`src/rtl/als_pkg.sv`:
```
// shared types and constants for the adjacency list store
// vertex, degree and address widths, command and status codes, sequencer states
// no dependencies
package als_pkg;

    localparam int MAX_VERTICES = 256;
    localparam int MAX_DEGREE   = 16;

    localparam int VERT_W = $clog2(MAX_VERTICES);
    localparam int NV_W   = VERT_W + 1;
    localparam int SLOT_W = $clog2(MAX_DEGREE);
    localparam int DEG_W  = $clog2(MAX_DEGREE + 1);
    localparam int ADDR_W = VERT_W + SLOT_W;

    typedef enum logic [1:0] {
        CMD_INSERT = 2'd0,
        CMD_QUERY  = 2'd1,
        CMD_LIST   = 2'd2,
        CMD_DEGREE = 2'd3
    } cmd_t;

    typedef enum logic [1:0] {
        ST_OK    = 2'd0,
        ST_RANGE = 2'd1,
        ST_FULL  = 2'd2
    } status_t;

    typedef enum logic [2:0] {
        S_IDLE,
        S_DA,
        S_DB,
        S_WB,
        S_SELF2,
        S_SCAN,
        S_LIST,
        S_OUT
    } state_t;

    typedef struct packed {
        logic              we;
        logic [ADDR_W-1:0] waddr;
        logic [VERT_W-1:0] wdata;
        logic [ADDR_W-1:0] raddr;
    } adj_req_t;

    typedef struct packed {
        logic              we;
        logic [VERT_W-1:0] waddr;
        logic [DEG_W-1:0]  wdata;
        logic [VERT_W-1:0] raddr;
    } deg_req_t;

endpackage

```
`src/rtl/als_seq.sv`:
```
// command sequencer: range check, degree lookups, list walk with one compare per cycle
// drives both memories and holds the result beat register
// depends on als_pkg
module als_seq (
    input  logic                       aclk,
    input  logic                       aresetn,
    input  logic [als_pkg::NV_W-1:0]   num_vertices,
    input  logic                       s_tvalid,
    output logic                       s_tready,
    input  als_pkg::cmd_t              s_command,
    input  logic [als_pkg::VERT_W-1:0] s_vertex_a,
    input  logic [als_pkg::VERT_W-1:0] s_vertex_b,
    output logic                       m_tvalid,
    input  logic                       m_tready,
    output als_pkg::status_t           m_status,
    output logic                       m_found,
    output logic [als_pkg::DEG_W-1:0]  m_degree,
    output logic [als_pkg::VERT_W-1:0] m_neighbour,
    output logic                       m_last,
    output als_pkg::deg_req_t          deg_req,
    input  logic [als_pkg::DEG_W-1:0]  deg_rdata,
    output als_pkg::adj_req_t          adj_req,
    input  logic [als_pkg::VERT_W-1:0] adj_rdata
);

    als_pkg::state_t state_reg, state_next;
    als_pkg::cmd_t   cmd_reg, cmd_next;
    logic [als_pkg::VERT_W-1:0] a_reg, a_next, b_reg, b_next;
    logic [als_pkg::DEG_W-1:0]  da_reg, da_next, db_reg, db_next, idx_reg, idx_next;

    als_pkg::status_t out_status_reg, out_status_next;
    logic out_found_reg, out_found_next, out_last_reg, out_last_next;
    logic [als_pkg::DEG_W-1:0]  out_deg_reg, out_deg_next;
    logic [als_pkg::VERT_W-1:0] out_nb_reg, out_nb_next;

    logic [als_pkg::NV_W-1:0]  lim;
    logic                      a_ok, b_ok, need_b;
    logic [als_pkg::DEG_W-1:0] da_inc, da_inc2, db_inc, idx_inc;

    assign lim = (num_vertices > als_pkg::NV_W'(als_pkg::MAX_VERTICES)) ?
                 als_pkg::NV_W'(als_pkg::MAX_VERTICES) : num_vertices;
    assign a_ok    = {1'b0, s_vertex_a} < lim;
    assign b_ok    = {1'b0, s_vertex_b} < lim;
    assign need_b  = (s_command == als_pkg::CMD_INSERT) || (s_command == als_pkg::CMD_QUERY);
    assign da_inc  = da_reg + als_pkg::DEG_W'(1);
    assign da_inc2 = da_reg + als_pkg::DEG_W'(2);
    assign db_inc  = db_reg + als_pkg::DEG_W'(1);
    assign idx_inc = idx_reg + als_pkg::DEG_W'(1);

    always_ff @(posedge aclk) begin
        if (!aresetn) begin
            state_reg <= als_pkg::S_IDLE;
        end else begin
            state_reg <= state_next;
        end
    end

    always_ff @(posedge aclk) begin
        cmd_reg        <= cmd_next;
        a_reg          <= a_next;
        b_reg          <= b_next;
        da_reg         <= da_next;
        db_reg         <= db_next;
        idx_reg        <= idx_next;
        out_status_reg <= out_status_next;
        out_found_reg  <= out_found_next;
        out_deg_reg    <= out_deg_next;
        out_nb_reg     <= out_nb_next;
        out_last_reg   <= out_last_next;
    end

    always_comb begin
        state_next      = state_reg;
        cmd_next        = cmd_reg;
        a_next          = a_reg;
        b_next          = b_reg;
        da_next         = da_reg;
        db_next         = db_reg;
        idx_next        = idx_reg;
        out_status_next = out_status_reg;
        out_found_next  = out_found_reg;
        out_deg_next    = out_deg_reg;
        out_nb_next     = out_nb_reg;
        out_last_next   = out_last_reg;
        deg_req         = '0;
        deg_req.raddr   = a_reg;
        adj_req         = '0;

        unique case (state_reg)
            als_pkg::S_IDLE: begin
                deg_req.raddr = s_vertex_a;
                if (s_tvalid) begin
                    cmd_next = s_command;
                    a_next   = s_vertex_a;
                    b_next   = s_vertex_b;
                    if (!a_ok || (need_b && !b_ok)) begin
                        out_status_next = als_pkg::ST_RANGE;
                        out_found_next  = 1'b0;
                        out_deg_next    = '0;
                        out_nb_next     = '0;
                        out_last_next   = 1'b1;
                        state_next      = als_pkg::S_OUT;
                    end else begin
                        state_next = als_pkg::S_DA;
                    end
                end
            end
            als_pkg::S_DA: begin
                da_next         = deg_rdata;
                idx_next        = '0;
                deg_req.raddr   = b_reg;
                out_status_next = als_pkg::ST_OK;
                out_found_next  = 1'b0;
                out_deg_next    = deg_rdata;
                out_nb_next     = '0;
                out_last_next   = 1'b1;
                state_next      = als_pkg::S_OUT;
                unique case (cmd_reg)
                    als_pkg::CMD_INSERT: begin
                        if (a_reg == b_reg) begin
                            if (deg_rdata > als_pkg::DEG_W'(als_pkg::MAX_DEGREE - 2)) begin
                                out_status_next = als_pkg::ST_FULL;
                            end else begin
                                adj_req.we    = 1'b1;
                                adj_req.waddr = {a_reg, deg_rdata[als_pkg::SLOT_W-1:0]};
                                adj_req.wdata = a_reg;
                                deg_req.we    = 1'b1;
                                deg_req.waddr = a_reg;
                                deg_req.wdata = deg_rdata + als_pkg::DEG_W'(2);
                                state_next    = als_pkg::S_SELF2;
                            end
                        end else begin
                            state_next = als_pkg::S_DB;
                        end
                    end
                    als_pkg::CMD_QUERY: begin
                        if (deg_rdata != '0) begin
                            state_next = als_pkg::S_SCAN;
                        end
                    end
                    als_pkg::CMD_LIST: begin
                        if (deg_rdata != '0) begin
                            state_next = als_pkg::S_LIST;
                        end
                    end
                    default: begin
                    end
                endcase
            end
            als_pkg::S_SELF2: begin
                adj_req.we      = 1'b1;
                adj_req.waddr   = {a_reg, da_inc[als_pkg::SLOT_W-1:0]};
                adj_req.wdata   = a_reg;
                out_status_next = als_pkg::ST_OK;
                out_deg_next    = da_inc2;
                state_next      = als_pkg::S_OUT;
            end
            als_pkg::S_DB: begin
                db_next    = deg_rdata;
                state_next = als_pkg::S_OUT;
                if (da_reg >= als_pkg::DEG_W'(als_pkg::MAX_DEGREE) ||
                    deg_rdata >= als_pkg::DEG_W'(als_pkg::MAX_DEGREE)) begin
                    out_status_next = als_pkg::ST_FULL;
                end else begin
                    adj_req.we    = 1'b1;
                    adj_req.waddr = {a_reg, da_reg[als_pkg::SLOT_W-1:0]};
                    adj_req.wdata = b_reg;
                    deg_req.we    = 1'b1;
                    deg_req.waddr = a_reg;
                    deg_req.wdata = da_inc;
                    state_next    = als_pkg::S_WB;
                end
            end
            als_pkg::S_WB: begin
                adj_req.we    = 1'b1;
                adj_req.waddr = {b_reg, db_reg[als_pkg::SLOT_W-1:0]};
                adj_req.wdata = a_reg;
                deg_req.we    = 1'b1;
                deg_req.waddr = b_reg;
                deg_req.wdata = db_inc;
                out_deg_next  = da_inc;
                state_next    = als_pkg::S_OUT;
            end
            als_pkg::S_SCAN: begin
                if (adj_rdata == b_reg) begin
                    out_found_next = 1'b1;
                    state_next     = als_pkg::S_OUT;
                end else if (idx_inc == da_reg) begin
                    state_next = als_pkg::S_OUT;
                end else begin
                    idx_next = idx_inc;
                end
            end
            als_pkg::S_LIST: begin
                out_nb_next   = adj_rdata;
                out_last_next = (idx_inc == da_reg);
                state_next    = als_pkg::S_OUT;
            end
            als_pkg::S_OUT: begin
                if (m_tready) begin
                    if (out_last_reg) begin
                        state_next = als_pkg::S_IDLE;
                    end else begin
                        idx_next   = idx_inc;
                        state_next = als_pkg::S_LIST;
                    end
                end
            end
            default: begin
                state_next = als_pkg::S_IDLE;
            end
        endcase

        adj_req.raddr = {a_reg, idx_next[als_pkg::SLOT_W-1:0]};
    end

    assign s_tready    = (state_reg == als_pkg::S_IDLE);
    assign m_tvalid    = (state_reg == als_pkg::S_OUT);
    assign m_status    = out_status_reg;
    assign m_found     = out_found_reg;
    assign m_degree    = out_deg_reg;
    assign m_neighbour = out_nb_reg;
    assign m_last      = out_last_reg;

    a_no_overlap: assert property (@(posedge aclk) disable iff (!aresetn)
        m_tvalid |-> !s_tready)
        else $error("input taken while a result beat is pending");

    a_range_beat: assert property (@(posedge aclk) disable iff (!aresetn)
        (m_tvalid && m_status == als_pkg::ST_RANGE) |->
        (!m_found && m_degree == '0 && m_neighbour == '0 && m_last))
        else $error("range error beat carries data");

    a_deg_bound: assert property (@(posedge aclk) disable iff (!aresetn)
        deg_req.we |-> (deg_req.wdata <= als_pkg::DEG_W'(als_pkg::MAX_DEGREE)))
        else $error("degree written past list capacity");

    a_found_query: assert property (@(posedge aclk) disable iff (!aresetn)
        (m_tvalid && m_found) |-> (cmd_reg == als_pkg::CMD_QUERY))
        else $error("found flag outside adjacency query");

    a_write_ok: assert property (@(posedge aclk) disable iff (!aresetn)
        adj_req.we |-> (cmd_reg == als_pkg::CMD_INSERT && !m_tvalid))
        else $error("list store written outside insert");

endmodule

```
`config.mk`:
```
export PLATFORM = sky130hd
export DESIGN_NAME = als_seq
export DESIGN_NICKNAME = d
export VERILOG_FILES = /design/src/rtl/als_pkg.sv /design/src/rtl/als_seq.sv
export SDC_FILE = /design/constraint.sdc
export NUM_CORES = 1
export LEC_CHECK = 0
export ABC_AREA = 1
export ABC_CLOCK_PERIOD_IN_PS = 8900
export CAP_MARGIN = 20
export CORE_AREA = 5 5 83 85
export DETAILED_ROUTE_END_ITERATION = 7
export DIE_AREA = 0 0 88 90
export DONT_BUFFER_PORTS = 1
export PLACE_DENSITY = 0.95
export SLEW_MARGIN = 25
export SYNTH_ARGS = -nofsm -noshare
export SYNTH_HDL_FRONTEND = slang
export SYNTH_SLANG_ARGS = --single-unit
```
`constraint.sdc`:
```
create_clock -name aclk -period 8.9 [get_ports aclk]
set_clock_uncertainty 0.05 [all_clocks]
set_input_delay 1.78 -clock aclk [delete_from_list [all_inputs] [get_ports aclk]]
set_output_delay 1.78 -clock aclk [all_outputs]
set_load 0.1 [all_outputs]
```
# ---- Yosys cells after proc, flatten, opt, wreduce, memory -nomap -nowiden
# Cells that the tools add are included.
dict set report word_totals {
  reg_bits 53
  in_bits 44
  output_inout_bits 74
  word_cells 119
}
dict set report classes {
  addsub 5
  n_lt_le_gt_ge 6
  eq_ne 22
  n_mux 50
  reduce_logical 23
}
# cell n
set ops {}
lappend ops {{21-bit two-way mux} 4}
lappend ops {{21-bit case mux with 4 select lines} 1}
lappend ops {{14-bit two-way mux} 4}
lappend ops {{14-bit case mux with 3 select lines} 1}
lappend ops {{5-bit two-way mux} 6}
lappend ops {{3-bit two-way mux} 8}
lappend ops {{8-bit case mux with 3 select lines} 1}
lappend ops {{5-bit case mux with 4 select lines} 1}
lappend ops {{8-bit by 9-bit less-than comparator with 1-bit output} 2}
lappend ops {{3-bit case mux with 6 select lines} 1}
lappend ops {{8-bit == test} 2}
lappend ops {{2-bit two-way mux} 8}
lappend ops {{8-bit two-way mux} 2}
lappend ops {{8-bit case mux with 2 select lines} 1}
lappend ops {{5-bit by 1-bit adder with 5-bit output, second input constant} 3}
lappend ops {{5-bit case mux with 3 select lines} 1}
lappend ops {{3-bit == test, second input constant} 4}
lappend ops {{2-bit != test, second input constant} 6}
lappend ops {{5-bit by 2-bit adder with 5-bit output, second input constant} 2}
lappend ops {{5-bit greater-or-equal comparator, second input constant} 2}
lappend ops {{9-bit greater-than comparator, second input constant} 1}
lappend ops {{9-bit two-way mux} 1}
lappend ops {{3-bit case mux with 3 select lines} 1}
lappend ops {{3-bit AND reduction} 3}
lappend ops {{other kinds (23)} 40}

# ---- Logic depth before layout (Yosys ltp)
dict set report logic_depth {
  depth_word 9
  ltp_mapped 16
  mapped_depth_nobuf 16
}

# ---- Least setup slack after synthesis
# Ideal clock, no wire load.
dict set report synth_path {
  path_kind {input -> output}
  from {in deg_rdata[1] in the netlist's numbering}
  to {out adj_req[22] in the netlist's numbering}
  t_arrival_ps 4627
  required_time_ps 7070
  setup_slack_ps 2443
  stages 6
  path_buffers 0
  path_cell_list {ha_1 -> nand2_1 -> inv_1 -> a21oi_1 -> nand2_4 -> o21ai_0}
}
# item line
set synth_lines {}
lappend synth_lines {{start: declaration} als_seq.sv:21} ;# input logic [als_pkg::DEG_W-1:0] deg_rdata,
lappend synth_lines {{end: declaration} als_seq.sv:22} ;# output als_pkg::adj_req_t adj_req,

==> summary.md <==
| Metric | Value |
|---|---|
| Num rows | `29` |
| Crit Path Class | `input port to output pin` |
| Area taken by flip-flops and latches | `0.001521 mm²` |
| Final Slew Violations | `0` |
| Hold Crit Start | `idx_reg[4]$_DFFE_PP_` |
| Min Tclk post-route | `5727 ps` |
| Worst Hold Path EP | `idx_reg[4]$_DFFE_PP_` |
| Worst Reg-to-Reg Cells | `10` |
| Root Buffer Master | `clkbuf_8` |
| Syn_nets | `593` |
| RSZ-0062 raised after global routing | `false` |
| Total routing usage reported by global routing | `0.3115` |
| Placed wire-length estimate | `9664 µm` |
| Max_cap viols | `0` |
| Vias per std cell | `6.632` |
| Nets | `602` |
| Worst-margin pin slew | `1112 ps` |
| Top post-synthesis cells by count | `156 x nand2_1, 56 x inv_1, 46 x edfxtp_1` |
| Status | `completed` |
| Post-Synth Simple-Gate Area | `0.2900` |
| DR iter-0 viols | `659` |
| Fill count | `407` |
| Achievable Freq | `0.1746 GHz` |
| Via count | `4052` |
| Total CTS buffers | `5` |
| Critical Path AT | `3900 ps` |
| Compound-Gate Fraction of Synth Area | `0.1288` |
| Diodes inserted | `0` |
| Synth Area in XOR/XNOR | `0.04292` |
| Crit-path max FO | `6` |
| Die Y | `90 µm` |
| Post-Route Setup TNS | `0 ps` |
| EDFF count, synth | `46` |
| Num ports | `118` |
| Clk_lat worst skew | `320 ps` |
| Clock Sinks | `53` |
| Reg2Reg Setup Slack | `5840 ps` |
| Final setup margin | `3173 ps` |
| Mapped Area | `0.004081 mm²` |
| DIE WIDTH | `88 µm` |
| First-pass iteration count of the detailed router | `6` |
| Primary FF master, synth | `edfxtp_1` |
| WHS Path Cells | `2` |
| Post-synthesis mux area share | `0` |
| Synthesis-to-finish area growth | `12.72%` |
| Core Region | `0.006132 mm²` |
| Vias in the first global route | `3959` |
| Reg-to-Reg End | `idx_reg[0]$_DFF_P_` |
| Startpoint type of the worst setup path | `input port` |
| Overall routed net length | `12610 µm` |
| Largest net degree at the start of global routing | `20` |
| GPL Wtd Cong | `1.022` |
| Hold-fix buffers, CTS | `0` |
| Area leader, netlist | `edfxtp_1` |
| Worst Path Required | `7070 ps` |
| Asr flop ratio synth | `0` |
| Post-CTS Setup Bufs | `0` |
| Final setup violation count | `0` |
| Die area | `0.007920 mm²` |
| Worst rel slew slack | `0.2586` |
| Fin. Hold Viols | `0` |
| First-pass GRT wire length | `19410 µm` |
| Post-synthesis area per instance | `7.789 µm²` |
| Placed cell area | `0.004447 mm²` |
| Tcrit/Tclk final | `0.6435` |
| Layout cells sized above 1 | `0.1404` |
| Largest cells by area after synthesis | `edfxtp_1 34%, nand2_1 14%, ha_1 7.7%, inv_1 5.2%, nor2_1 4.1%` |
| Initial Util | `0.6656` |
| WL per Instance | `20.64 µm` |
| CTS tree | `done` |
| Main combinational cell family by area after synthesis | `simple AND/OR/NAND/NOR gates` |
| Pre-CTS setup slack | `3271 ps` |
| Most frequent cell after synthesis | `nand2_1` |
| Cells after Synth | `524` |
| Max Buffers Root-to-Sink | `2` |
| Ys Warns | `0` |
| Post-synthesis sequential area ratio | `0.3728` |
| Synth Register Bits | `53` |
| Finished Cell Area | `0.004601 mm²` |
| Synth Area in Adders | `0.07664` |
| Min-Delay Path Class | `flop to flop` |
| Reg clk slew, reported paths | `100 ps` |
| Port Buffers | `0` |
| CTS resizes | `0` |
| Critical R2R Launch | `idx_reg[0]$_DFF_P_` |
| Area occupied by multi-input gates | `0.002347 mm²` |
| H-tree Lvls | `2` |
| Share of Yosys cell area claimed by the top area cell type | `0.3384` |
| DRT antenna net count | `0` |
| Final Hold Slack | `694.1 ps` |
| Initial antenna violation count | `0` |
| GRT Residual Overflow | `0` |
| Drt drc | `0` |
| Worst Setup End Kind | `output pin` |
| Unique masters post-synth | `43` |
-- worst max path at each step --
stage | start | endpoint | slack (ps) | depth (start not counted)
2_1_floorplan | deg_rdata[1] | adj_req[22] | 2440 | 6
3_3_place_gp | deg_rdata[1] | deg_req[15] | 3350 | 8
3_5_place_dp | deg_rdata[1] | deg_req[15] | 3270 | 8
4_1_cts | deg_rdata[1] | deg_req[15] | 3270 | 8
5_1_grt | deg_rdata[1] | deg_req[15] | 3100 | 8
6_report | deg_rdata[1] | deg_req[15] | 3170 | 8
-- logic make-up (layout without fill, tap and decap cells) --
group / count (synthesis) / in the layout
XOR/XNOR: 20 / 20
AO/OA/AOI/OAI: 77 / 77
buffers and inverters: 83 / 93
adder cells (fa/ha/maj): 25 / 25
flip-flops: 53 / 53
AND/OR/NAND/NOR: 266 / 266
-- per-stage QoR --
stage	cells	util
detailed placement	600	0.7252
CTS	608	0.7394
floorplan	524	-
finish	611	0.7503
global route	611	0.7503
global placement	598	0.7070
-- layer usage --
metal,vias to the layer above,share of wire,track usage
met3,92,0.14,0.1024
met1,1833,0.33,0.3582
li1,1769,-,-
met2,358,0.47,0.4975
met5,-,0,0
met4,0,0.064,0.1803
-- worst max-delay path, cell delays in order --
cell     delay, ps
ha_1           210
nand2_1        100
inv_1           50
a21oi_1        440
inv_1          140
nor3_2         380
nand2_1         90
nand2_1        700
-- placed cells by master (no fill, tap or decap), types with 2 or more instances in the layout --
master      instances
nand2_1           156
inv_1              56
edfxtp_1           46
nor2_1             44
nand3_1            31
ha_1               25
inv_2              13
a21oi_1            13
o21ai_0            13
xor2_1             11
xnor2_1             9
a22oi_1             9
o211ai_1            8
o21ai_2             8
nor3_1              7
dfxtp_1             7
buf_16              6
o221ai_4            5
clkbuf_8            5
o21ai_1             4
nor2_4              4
nand2_2             4
nand2_4             4
o221ai_1            4
buf_4               4
nor2_2              3
nand3_2             3
a221oi_1            3
clkbuf_16           3
or4_1               2
nor3_2              2
o21ai_4             2
nand4_1             2
clkinvlp_4          2
-- final cells by class --
class / count / area share
Timing Repair Buffer: 15 / 0.06201
Clock inverter: 2 / 0.003264
Multi-Input combinational cell: 388 / 0.5102
Sequential cell: 53 / 0.3307
Inverter: 70 / 0.05711
Tap cell: 77 / 0.02094
Clock buffer: 6 / 0.01577
Power is left out: the tool's default activity adds up to more than one toggle a clock period on the data nets, which glitch-free logic cannot reach.
